### config.mk
export PLATFORM = sky130hd
export DESIGN_NAME = utf8_column_width_counter_core
export DESIGN_NICKNAME = d
export VERILOG_FILES = /design/src/sv/ucw_pkg.sv /design/src/sv/ucw_front.sv /design/src/sv/ucw_queue.sv /design/src/sv/ucw_back.sv /design/src/sv/utf8_column_width_counter_core.sv
export SDC_FILE = /design/constraint.sdc
export NUM_CORES = 1
export LEC_CHECK = 0
export ABC_AREA = 1
export BUFFER_PORTS_ARGS = -buffer_cell sky130_fd_sc_hd__buf_2
export CELL_PAD_IN_SITES_DETAIL_PLACEMENT = 1
export CELL_PAD_IN_SITES_GLOBAL_PLACEMENT = 1
export CORE_ASPECT_RATIO = 1.5
export CORE_UTILIZATION = 25
export DETAILED_ROUTE_END_ITERATION = 6
export PLACE_DENSITY_LB_ADDON = 0.25
export SYNTH_ARGS = -nofsm -noshare
export SYNTH_HDL_FRONTEND = slang
export SYNTH_SLANG_ARGS = --single-unit
### constraint.sdc
create_clock -name clk -period 10.65 [get_ports clk]
set_input_delay 1.5975 -clock clk [delete_from_list [all_inputs] [get_ports clk]]
set_output_delay 1.5975 -clock clk [all_outputs]
set_load 0.01 [all_outputs]
### src/sv/ucw_pkg.sv
// Package for the UTF-8 column width counter: payload structs, the work packet
// passed from the decode front to the accumulate back, constants and helpers.
// No dependencies.
`default_nettype none

package ucw_pkg;

  // Counter width of positions and columns (8..32)
  localparam int CNT_W = 16;
  // Compare width: wide enough for a counter or the target, plus one carry bit
  localparam int CMP_W = ((CNT_W > 16) ? CNT_W : 16) + 1;
  // Decode-to-accumulate queue depth
  localparam int QDEPTH = 2;
  localparam int QPTR_W = (QDEPTH > 1) ? $clog2(QDEPTH) : 1;
  localparam int QCNT_W = $clog2(QDEPTH + 1);

  localparam logic [7:0] ASCII_MASK = 8'h80;
  localparam logic [7:0] CONT_MASK  = 8'hC0;
  localparam logic [7:0] CONT_TAG   = 8'h80;
  localparam logic [7:0] LEAD2_MASK = 8'hE0;
  localparam logic [7:0] LEAD2_TAG  = 8'hC0;
  localparam logic [7:0] LEAD3_MASK = 8'hF0;
  localparam logic [7:0] LEAD3_TAG  = 8'hE0;
  localparam logic [7:0] LEAD4_MASK = 8'hF8;
  localparam logic [7:0] LEAD4_TAG  = 8'hF0;

  typedef logic [CNT_W-1:0] cnt_t;
  typedef logic [20:0]      code_t;

  typedef struct packed {
    logic [7:0] data_byte;
    logic       has_byte;
    logic       last_byte;
  } in_item_t;

  typedef struct packed {
    logic [15:0] column_total;
    logic [15:0] split_offset;
    logic        target_reached;
  } out_item_t;

  // Width events of one input item, in order: first a_cnt width-1 events at
  // a_base, a_base+1, ..., then at most one event of width b_w at b_pos.
  typedef struct packed {
    logic [1:0] a_cnt;
    cnt_t       a_base;
    logic       b_valid;
    logic       b_w;
    cnt_t       b_pos;
    logic       last;
    cnt_t       range_len;
  } work_pkt_t;

  function automatic cnt_t sat_add_cnt(cnt_t a, logic [1:0] b);
    logic [CNT_W:0] s;
    s = (CNT_W + 1)'(a) + (CNT_W + 1)'(b);
    return s[CNT_W] ? {CNT_W{1'b1}} : s[CNT_W-1:0];
  endfunction

  // Display width: 0 for NUL, combining marks, zero-width space/joiners, Khmer signs
  function automatic logic width_of(code_t cp);
    logic zero;
    zero = (cp == 21'h0) ||
           (cp >= 21'h0300 && cp <= 21'h036F) ||
           (cp >= 21'h1AB0 && cp <= 21'h1AFF) ||
           (cp >= 21'h1DC0 && cp <= 21'h1DFF) ||
           (cp >= 21'h20D0 && cp <= 21'h20FF) ||
           (cp >= 21'hFE20 && cp <= 21'hFE2F) ||
           (cp >= 21'h200B && cp <= 21'h200D) ||
           (cp >= 21'h17B6 && cp <= 21'h17D3) ||
           (cp == 21'h17DD);
    return !zero;
  endfunction

endpackage

`default_nettype wire

### src/sv/ucw_front.sv
// Decode front: accepts bytes, tracks the pending UTF-8 sequence and turns each
// item into a work packet of width events. Depends on ucw_pkg.
`default_nettype none

module ucw_front import ucw_pkg::*; (
  input  wire logic      clk,
  input  wire logic      rst_n,
  input  wire logic      item_fire,
  input  wire in_item_t  item,
  output logic           push,
  output work_pkt_t      push_pkt
);

  logic [1:0] needed_r, needed_nxt;
  logic [1:0] held_r, held_nxt;
  code_t      partial_r, partial_nxt;
  cnt_t       lead_r, lead_nxt;
  cnt_t       bpos_r, bpos_nxt;

  logic [7:0] b;
  code_t      code;
  logic [1:0] held_inc;
  logic       a_used;

  always_comb begin
    b           = item.data_byte;
    code        = {partial_r[14:0], b[5:0]};
    held_inc    = 2'(held_r + 2'd1);
    needed_nxt  = needed_r;
    held_nxt    = held_r;
    partial_nxt = partial_r;
    lead_nxt    = lead_r;
    bpos_nxt    = bpos_r;
    a_used      = 1'b0;
    push_pkt    = '0;

    if (item.has_byte) begin
      if (needed_r != 2'd0 && (b & CONT_MASK) == CONT_TAG) begin
        if (held_inc >= needed_r) begin
          push_pkt.b_valid = 1'b1;
          push_pkt.b_w     = width_of(code);
          push_pkt.b_pos   = lead_r;
          needed_nxt       = 2'd0;
          held_nxt         = 2'd0;
          partial_nxt      = '0;
        end else begin
          held_nxt    = held_inc;
          partial_nxt = code;
        end
      end else begin
        // drop the broken sequence as separate width-1 code points
        if (needed_r != 2'd0) begin
          push_pkt.a_cnt  = held_inc;
          push_pkt.a_base = lead_r;
          a_used          = 1'b1;
        end
        held_nxt    = 2'd0;
        needed_nxt  = 2'd0;
        partial_nxt = '0;
        if ((b & ASCII_MASK) == 8'h00) begin
          push_pkt.b_valid = 1'b1;
          push_pkt.b_w     = width_of({13'd0, b});
          push_pkt.b_pos   = bpos_r;
        end else if ((b & LEAD2_MASK) == LEAD2_TAG) begin
          needed_nxt  = 2'd1;
          partial_nxt = {16'd0, b[4:0]};
          lead_nxt    = bpos_r;
        end else if ((b & LEAD3_MASK) == LEAD3_TAG) begin
          needed_nxt  = 2'd2;
          partial_nxt = {17'd0, b[3:0]};
          lead_nxt    = bpos_r;
        end else if ((b & LEAD4_MASK) == LEAD4_TAG) begin
          needed_nxt  = 2'd3;
          partial_nxt = {18'd0, b[2:0]};
          lead_nxt    = bpos_r;
        end else begin
          push_pkt.b_valid = 1'b1;
          push_pkt.b_w     = 1'b1;
          push_pkt.b_pos   = bpos_r;
        end
      end
      bpos_nxt = sat_add_cnt(bpos_r, 2'd1);
    end

    push_pkt.last = item.last_byte;
    if (item.last_byte) begin
      // range end cuts the sequence short: flush it
      if (needed_nxt != 2'd0) begin
        if (!a_used) begin
          push_pkt.a_cnt  = 2'(held_nxt + 2'd1);
          push_pkt.a_base = lead_nxt;
        end else begin
          push_pkt.b_valid = 1'b1;
          push_pkt.b_w     = 1'b1;
          push_pkt.b_pos   = lead_nxt;
        end
      end
      push_pkt.range_len = bpos_nxt;
      needed_nxt  = 2'd0;
      held_nxt    = 2'd0;
      partial_nxt = '0;
      lead_nxt    = '0;
      bpos_nxt    = '0;
    end

    push = item_fire && (item.has_byte || item.last_byte);
  end

  always_ff @(posedge clk) begin
    if (!rst_n) begin
      needed_r  <= 2'd0;
      held_r    <= 2'd0;
      partial_r <= '0;
      lead_r    <= '0;
      bpos_r    <= '0;
    end else if (item_fire) begin
      needed_r  <= needed_nxt;
      held_r    <= held_nxt;
      partial_r <= partial_nxt;
      lead_r    <= lead_nxt;
      bpos_r    <= bpos_nxt;
    end
  end

endmodule

`default_nettype wire

### src/sv/ucw_queue.sv
// Short FIFO of work packets between the decode front and accumulate back.
// Depends on ucw_pkg.
`default_nettype none

module ucw_queue import ucw_pkg::*; (
  input  wire logic      clk,
  input  wire logic      rst_n,
  input  wire logic      push,
  input  wire work_pkt_t push_pkt,
  output logic           not_full,
  input  wire logic      pop,
  output logic           not_empty,
  output work_pkt_t      head
);

  work_pkt_t         slot_r [QDEPTH];
  logic [QPTR_W-1:0] wr_r, rd_r;
  logic [QCNT_W-1:0] cnt_r;
  logic              do_push, do_pop;

  assign not_full  = (cnt_r != QCNT_W'(QDEPTH));
  assign not_empty = (cnt_r != '0);
  assign head      = slot_r[rd_r];
  assign do_push   = push && not_full;
  assign do_pop    = pop && not_empty;

  function automatic logic [QPTR_W-1:0] ptr_inc(logic [QPTR_W-1:0] p);
    return (p == QPTR_W'(QDEPTH - 1)) ? '0 : QPTR_W'(p + 1'b1);
  endfunction

  always_ff @(posedge clk) begin
    if (do_push) begin
      slot_r[wr_r] <= push_pkt;
    end
  end

  always_ff @(posedge clk) begin
    if (!rst_n) begin
      wr_r  <= '0;
      rd_r  <= '0;
      cnt_r <= '0;
    end else begin
      if (do_push) begin
        wr_r <= ptr_inc(wr_r);
      end
      if (do_pop) begin
        rd_r <= ptr_inc(rd_r);
      end
      if (do_push && !do_pop) begin
        cnt_r <= QCNT_W'(cnt_r + 1'b1);
      end else if (do_pop && !do_push) begin
        cnt_r <= QCNT_W'(cnt_r - 1'b1);
      end
    end
  end

endmodule

`default_nettype wire

### src/sv/ucw_back.sv
// Accumulate back: applies a packet's width events to the running column and
// split point, and holds the range result in an output register. Depends on ucw_pkg.
`default_nettype none

module ucw_back import ucw_pkg::*; (
  input  wire logic        clk,
  input  wire logic        rst_n,
  input  wire logic [15:0] target,
  input  wire logic        pkt_valid,
  input  wire work_pkt_t   pkt,
  output logic             pop,
  output logic             out_valid,
  input  wire logic        out_ready,
  output out_item_t        out_data
);

  localparam int EV_N = 4;

  cnt_t      col_r, col_nxt;
  cnt_t      split_r, split_nxt;
  logic      seen_r, seen_nxt;
  logic      out_valid_r;
  out_item_t out_data_r;

  logic      ev_v   [EV_N];
  logic      ev_w   [EV_N];
  cnt_t      ev_pos [EV_N];
  logic      load;

  always_comb begin
    for (int i = 0; i < EV_N - 1; i++) begin
      ev_v[i]   = (2'(i) < pkt.a_cnt);
      ev_w[i]   = 1'b1;
      ev_pos[i] = sat_add_cnt(pkt.a_base, 2'(i));
    end
    ev_v[EV_N-1]   = pkt.b_valid;
    ev_w[EV_N-1]   = pkt.b_w;
    ev_pos[EV_N-1] = pkt.b_pos;

    col_nxt   = col_r;
    split_nxt = split_r;
    seen_nxt  = seen_r;
    for (int i = 0; i < EV_N; i++) begin
      if (ev_v[i]) begin
        if (!seen_nxt &&
            (CMP_W'(col_nxt) + CMP_W'(ev_w[i]) > CMP_W'(target))) begin
          seen_nxt  = 1'b1;
          split_nxt = ev_pos[i];
        end
        col_nxt = sat_add_cnt(col_nxt, {1'b0, ev_w[i]});
      end
    end

    // stall a range end only while the previous result is still unread
    pop  = pkt_valid && (!pkt.last || !out_valid_r || out_ready);
    load = pop && pkt.last;
  end

  always_ff @(posedge clk) begin
    if (!rst_n) begin
      col_r   <= '0;
      split_r <= '0;
      seen_r  <= 1'b0;
    end else if (pop) begin
      if (pkt.last) begin
        col_r   <= '0;
        split_r <= '0;
        seen_r  <= 1'b0;
      end else begin
        col_r   <= col_nxt;
        split_r <= split_nxt;
        seen_r  <= seen_nxt;
      end
    end
  end

  always_ff @(posedge clk) begin
    if (!rst_n) begin
      out_valid_r <= 1'b0;
    end else if (load) begin
      out_valid_r <= 1'b1;
    end else if (out_ready) begin
      out_valid_r <= 1'b0;
    end
  end

  always_ff @(posedge clk) begin
    if (load) begin
      out_data_r.column_total   <= 16'(col_nxt);
      out_data_r.split_offset   <= 16'(seen_nxt ? split_nxt : pkt.range_len);
      out_data_r.target_reached <= seen_nxt;
    end
  end

  assign out_valid = out_valid_r;
  assign out_data  = out_data_r;

endmodule

`default_nettype wire

### src/sv/utf8_column_width_counter_core.sv
// Top level of the UTF-8 column width counter: decode front, packet queue,
// accumulate back and the target_column register. Depends on ucw_pkg and its submodules.
`default_nettype none

// The block takes one byte of a text range per beat and decodes UTF-8 by lead
// length and continuation checks; each code point adds display width 0 or 1 to
// a saturating column count. A beat with last_byte set closes the range and
// yields one result beat: the total column width, the byte offset of the first
// code point that pushed the column past target_column (or the range length if
// none did), and a flag saying whether that happened. Broken or truncated
// sequences count lead and continuation bytes as width-1 code points. Input
// runs at one byte per clock, sustained: the front decodes a byte combinationally
// and the back folds up to four width events per cycle into the column.
// The closing beat is registered in the queue, its result in the output register;
// the input keeps flowing while a result waits, held back only when the two-entry
// queue fills behind an unread result. Write target_column only while the block is idle.

module utf8_column_width_counter_core import ucw_pkg::*; (
  input  wire logic        clk,
  input  wire logic        rst_n,
  input  wire logic        in_valid,
  output logic             in_ready,
  input  wire in_item_t    in_data,
  output logic             out_valid,
  input  wire logic        out_ready,
  output out_item_t        out_data,
  input  wire logic        cfg_valid,
  output logic             cfg_ready,
  input  wire logic [15:0] cfg_data
);

  logic [15:0] target_r;
  logic        item_fire;
  logic        push;
  work_pkt_t   push_pkt;
  logic        q_not_full;
  logic        q_not_empty;
  logic        pop;
  work_pkt_t   head;

  // Config writes are always accepted
  assign cfg_ready = 1'b1;

  always_ff @(posedge clk) begin
    if (!rst_n) begin
      target_r <= 16'd0;
    end else if (cfg_valid) begin
      target_r <= cfg_data;
    end
  end

  // Take a byte whenever the queue has room
  assign in_ready  = q_not_full;
  assign item_fire = in_valid && in_ready;

  ucw_front u_front (
    .clk       (clk),
    .rst_n     (rst_n),
    .item_fire (item_fire),
    .item      (in_data),
    .push      (push),
    .push_pkt  (push_pkt)
  );

  ucw_queue u_queue (
    .clk       (clk),
    .rst_n     (rst_n),
    .push      (push),
    .push_pkt  (push_pkt),
    .not_full  (q_not_full),
    .pop       (pop),
    .not_empty (q_not_empty),
    .head      (head)
  );

  ucw_back u_back (
    .clk       (clk),
    .rst_n     (rst_n),
    .target    (target_r),
    .pkt_valid (q_not_empty),
    .pkt       (head),
    .pop       (pop),
    .out_valid (out_valid),
    .out_ready (out_ready),
    .out_data  (out_data)
  );

endmodule

`default_nettype wire

==> reports/qor.txt <==
P_leak: 7.879 nW
dpl hpwl: 50.95 mm
GP Congestion: 0.9013
slowest CP cell: buf_4
hold-fix buffer count after cts: 0
Num CTS Buffers: 29
leading area contributor after synthesis: edfxtp_1
Hold Vio Cnt, Final: 0
Mean Syn Cell Area: 7.142 µm²
full die area: 67280 µm²
grt total ovfl: 0
Clock Tree Buf Depth: 3
r2r setup slk: 2.87 ns
crit share post-route: 0.7309
H-tree lvl count: 1
Initial Util: 0.2529
crit-path leading delay family: simple AND/OR/NAND/NOR gates
Vias: 15507
post-synth top area share: 0.2521
f_max: 128.5 MHz
overall routing resource usage: 0.1919
sw power: 3.320 mW
Die W: 212.1 µm
worst slack, placed: 2.868 ns
PD cells: 338.2 nW/µm²
nets@finish: 2453
Comb power frac: 0.611
Routed WL per cell: 19.76 µm
Req. time, crit path: 11.11 ns
CP endpoint: u_back.out_data[12]
# rows: 115
CP peak stage delay: 0.53 ns
P_int: 3.024 mW
postcts setup bufs: 0
VDD IR max: 0.1363 mV
Gate Count Post-Synth: 2318
post-synthesis sequential area ratio: 0.3803
Slew headroom: 0.2408
final setup margin: 2.866 ns
vias in the first global route: 16260
reg-to-reg endpoint: u_back.out_data[12]
CTS tree: done
Core Util, Final: 0.2865
IO Port Bufs: 65
switch share: 0.5234
measured slew at the worst slew-check pin: 1.133 ns
Post-Syn Area: 16560 µm²
max cap viols: 0
Critical Path Fanout Max: 54
WP depth: 44
final setup TNS: 0 ns
Worst-Skew Late Latency: 0.60 ns
die height: 317.2 µm
first-pass GRT wire length: 97.86 mm
CORE AREA: 65470 µm²
clock skew: 0.01866 ns
CP endpoint kind: register
most used cell, CP: nand2_1
critical path launch point type: register
Worst EP arrival: 8.25 ns
RSZ-0062 raised after global routing: false
Worst-path clk slew: 0.06 ns
CTS Root Cell: clkbuf_16
clock group share of total power: 0.165
initial antenna violation count: 0
syn nets: 2422
status: complete, no violations
FF-to-FF path depth: 44
number of antenna diodes: 0
# DRC: 0
Period minus WS final: 7.784 ns
final setup fails: 0
layout cells sized above 1: 0.1041
sequential share of power: 0.223
worst min path class: reg -> reg
antenna-violating nets left: 0
P&R area growth vs syn: 13.31%
pin count of the biggest net entering global routing: 55
Iter 0 DRT Violations: 601
CTS sink cnt: 245
# IOs: 67
critical setup path kind: reg -> reg
combined buffer and inverter count along the critical path: 7
YS warnings: 0
Synth area leaders: edfxtp_1, nand2_1, dfxtp_1
synth unique cells: 56
WL final: 64.20 mm
Synth Register Bits: 245
Max Slew Vio Count: 0
drt pass-1 iters: 5
Vias/cell: 4.773
post-cts repair resize count: 0
[sequential cells by signal, summed over array words and instances (netlist names), named ones only]
| register | flops |
|---|---|
| u_back.out_data | 33 |
| u_queue.rd_r | 1 |
| u_back.seen_r | 1 |
| u_back.col_r | 16 |
| u_queue.slot_r | 106 |
| u_queue.wr_r | 1 |
| u_front.bpos_r | 16 |
| u_back.out_valid | 1 |
| u_front.held_r | 2 |
| target_r | 16 |
| u_front.partial_r | 15 |
| u_back.split_r | 16 |
| u_front.needed_r | 2 |
| u_queue.cnt_r | 2 |
| u_front.lead_r | 16 |
[worst min-delay path, cell delays in order (launching register included)]
cell and delay (ns):
dfxtp_1 0.31, nand2_1 0.06, a21oi_1 0.05
[cells in the mapped netlist (all sizes together)]
library cell  instances
a21boi                9
o32ai                 2
a32oi                 1
ha                   73
a22oi                 5
o21bai                4
clkinv                5
mux2i                10
o21ai               151
a31o                  1
clkbuf               61
o211ai               27
xnor2                 6
dfxtp               106
o41ai                 1
nand4                38
or2                  29
nand2               653
edfxtp              139
and2                  1
nor3                 27
o22ai                28
a21oi               161
a21o                  2
a31oi                 3
o311ai                2
o2111ai               2
nor2                260
inv                 293
xor2                 36
a211oi                5
nand3               128
nor4                  6
o31ai                 5
buf                  18
nand3b               19
conb                  1
[logic make-up after synthesis]
kind of cell / count (synthesis) / share of synthesized area
AND/OR/NAND/NOR: 1161 / 0.3088
AO/OA/AOI/OAI: 409 / 0.1380
buffers and inverters: 377 / 0.08925
flip-flops: 245 / 0.3803
adder cells (fa/ha/maj): 73 / 0.05517
XOR/XNOR: 42 / 0.02222
multiplexers: 10 / 0.006046
other: 1 / 0.0002265
[power by group through the flow]
stage | Combinational [mW] | Sequential (mW) | Clock, mW
final | 3.88 | 1.42 | 1.05
after floorplan | 2.66 | 1.40 | 0
after detailed placement | 3.90 | 1.44 | 0
after CTS | 3.92 | 1.42 | 1.08
after global placement | 3.85 | 1.44 | 0
after global routing | 4.35 | 1.43 | 1.11
[final cells by class]
cell class | count | area (µm²)
sequential | 245 | 6297
timing repair buffer | 79 | 430.4
multi-input combinational | 1696 | 8816
clock buffer | 35 | 768.2
clock inverter | 19 | 229.0
tap | 877 | 1097
inverter | 298 | 1121
fill | 8090 | 46710
[placed cells by master, fill, tap and decap left out, drive strengths merged, types with 19 or more instances in the layout]
| cell type | instances |
|---|---|
| clkbuf | 35 |
| o22ai | 28 |
| nor2 | 260 |
| ha | 73 |
| a21oi | 161 |
| nor3 | 27 |
| dfxtp | 106 |
| inv | 297 |
| o211ai | 27 |
| buf | 79 |
| nand3 | 128 |
| nand3b | 19 |
| or2 | 29 |
| xor2 | 36 |
| edfxtp | 139 |
| nand4 | 38 |
| nand2 | 653 |
| o21ai | 151 |
[through the flow]
step | instances | cell area [µm²] | hold slack (ns) | total power [mW]
after detailed placement | 3195 | 17760 | 0.4587 | 5.346
after floorplan | 2318 | 16560 | 0.4257 | 4.064
after global routing | 3249 | 18760 | 0.4840 | 6.900
after global placement | 3195 | 17760 | 0.4406 | 5.288
final | 3249 | 18760 | 0.4690 | 6.344
after CTS | 3249 | 18760 | 0.4686 | 6.430
[layer usage]
metal  share of wire  global-route usage
met1            0.38              0.1998
met2            0.55              0.3803
met3           0.021             0.01580
met4           0.048             0.09206
met5               0                   0
[worst min-delay path by stage]
stage / cells after the start / slack, ns / endpoint / startpoint
2_1_floorplan: 1 / 0.43 / register / u_queue.rd_r
4_1_cts: 2 / 0.47 / u_back.split_r[9] / u_back.split_r[9]
5_1_grt: 2 / 0.48 / u_back.split_r[6] / u_back.split_r[6]
3_5_place_dp: 2 / 0.46 / u_back.split_r[9] / u_back.split_r[9]
3_3_place_gp: 1 / 0.44 / u_queue.rd_r / u_queue.rd_r
6_report: 2 / 0.47 / u_back.split_r[6] / u_back.split_r[6]
Power figures use the tool's default switching activity.
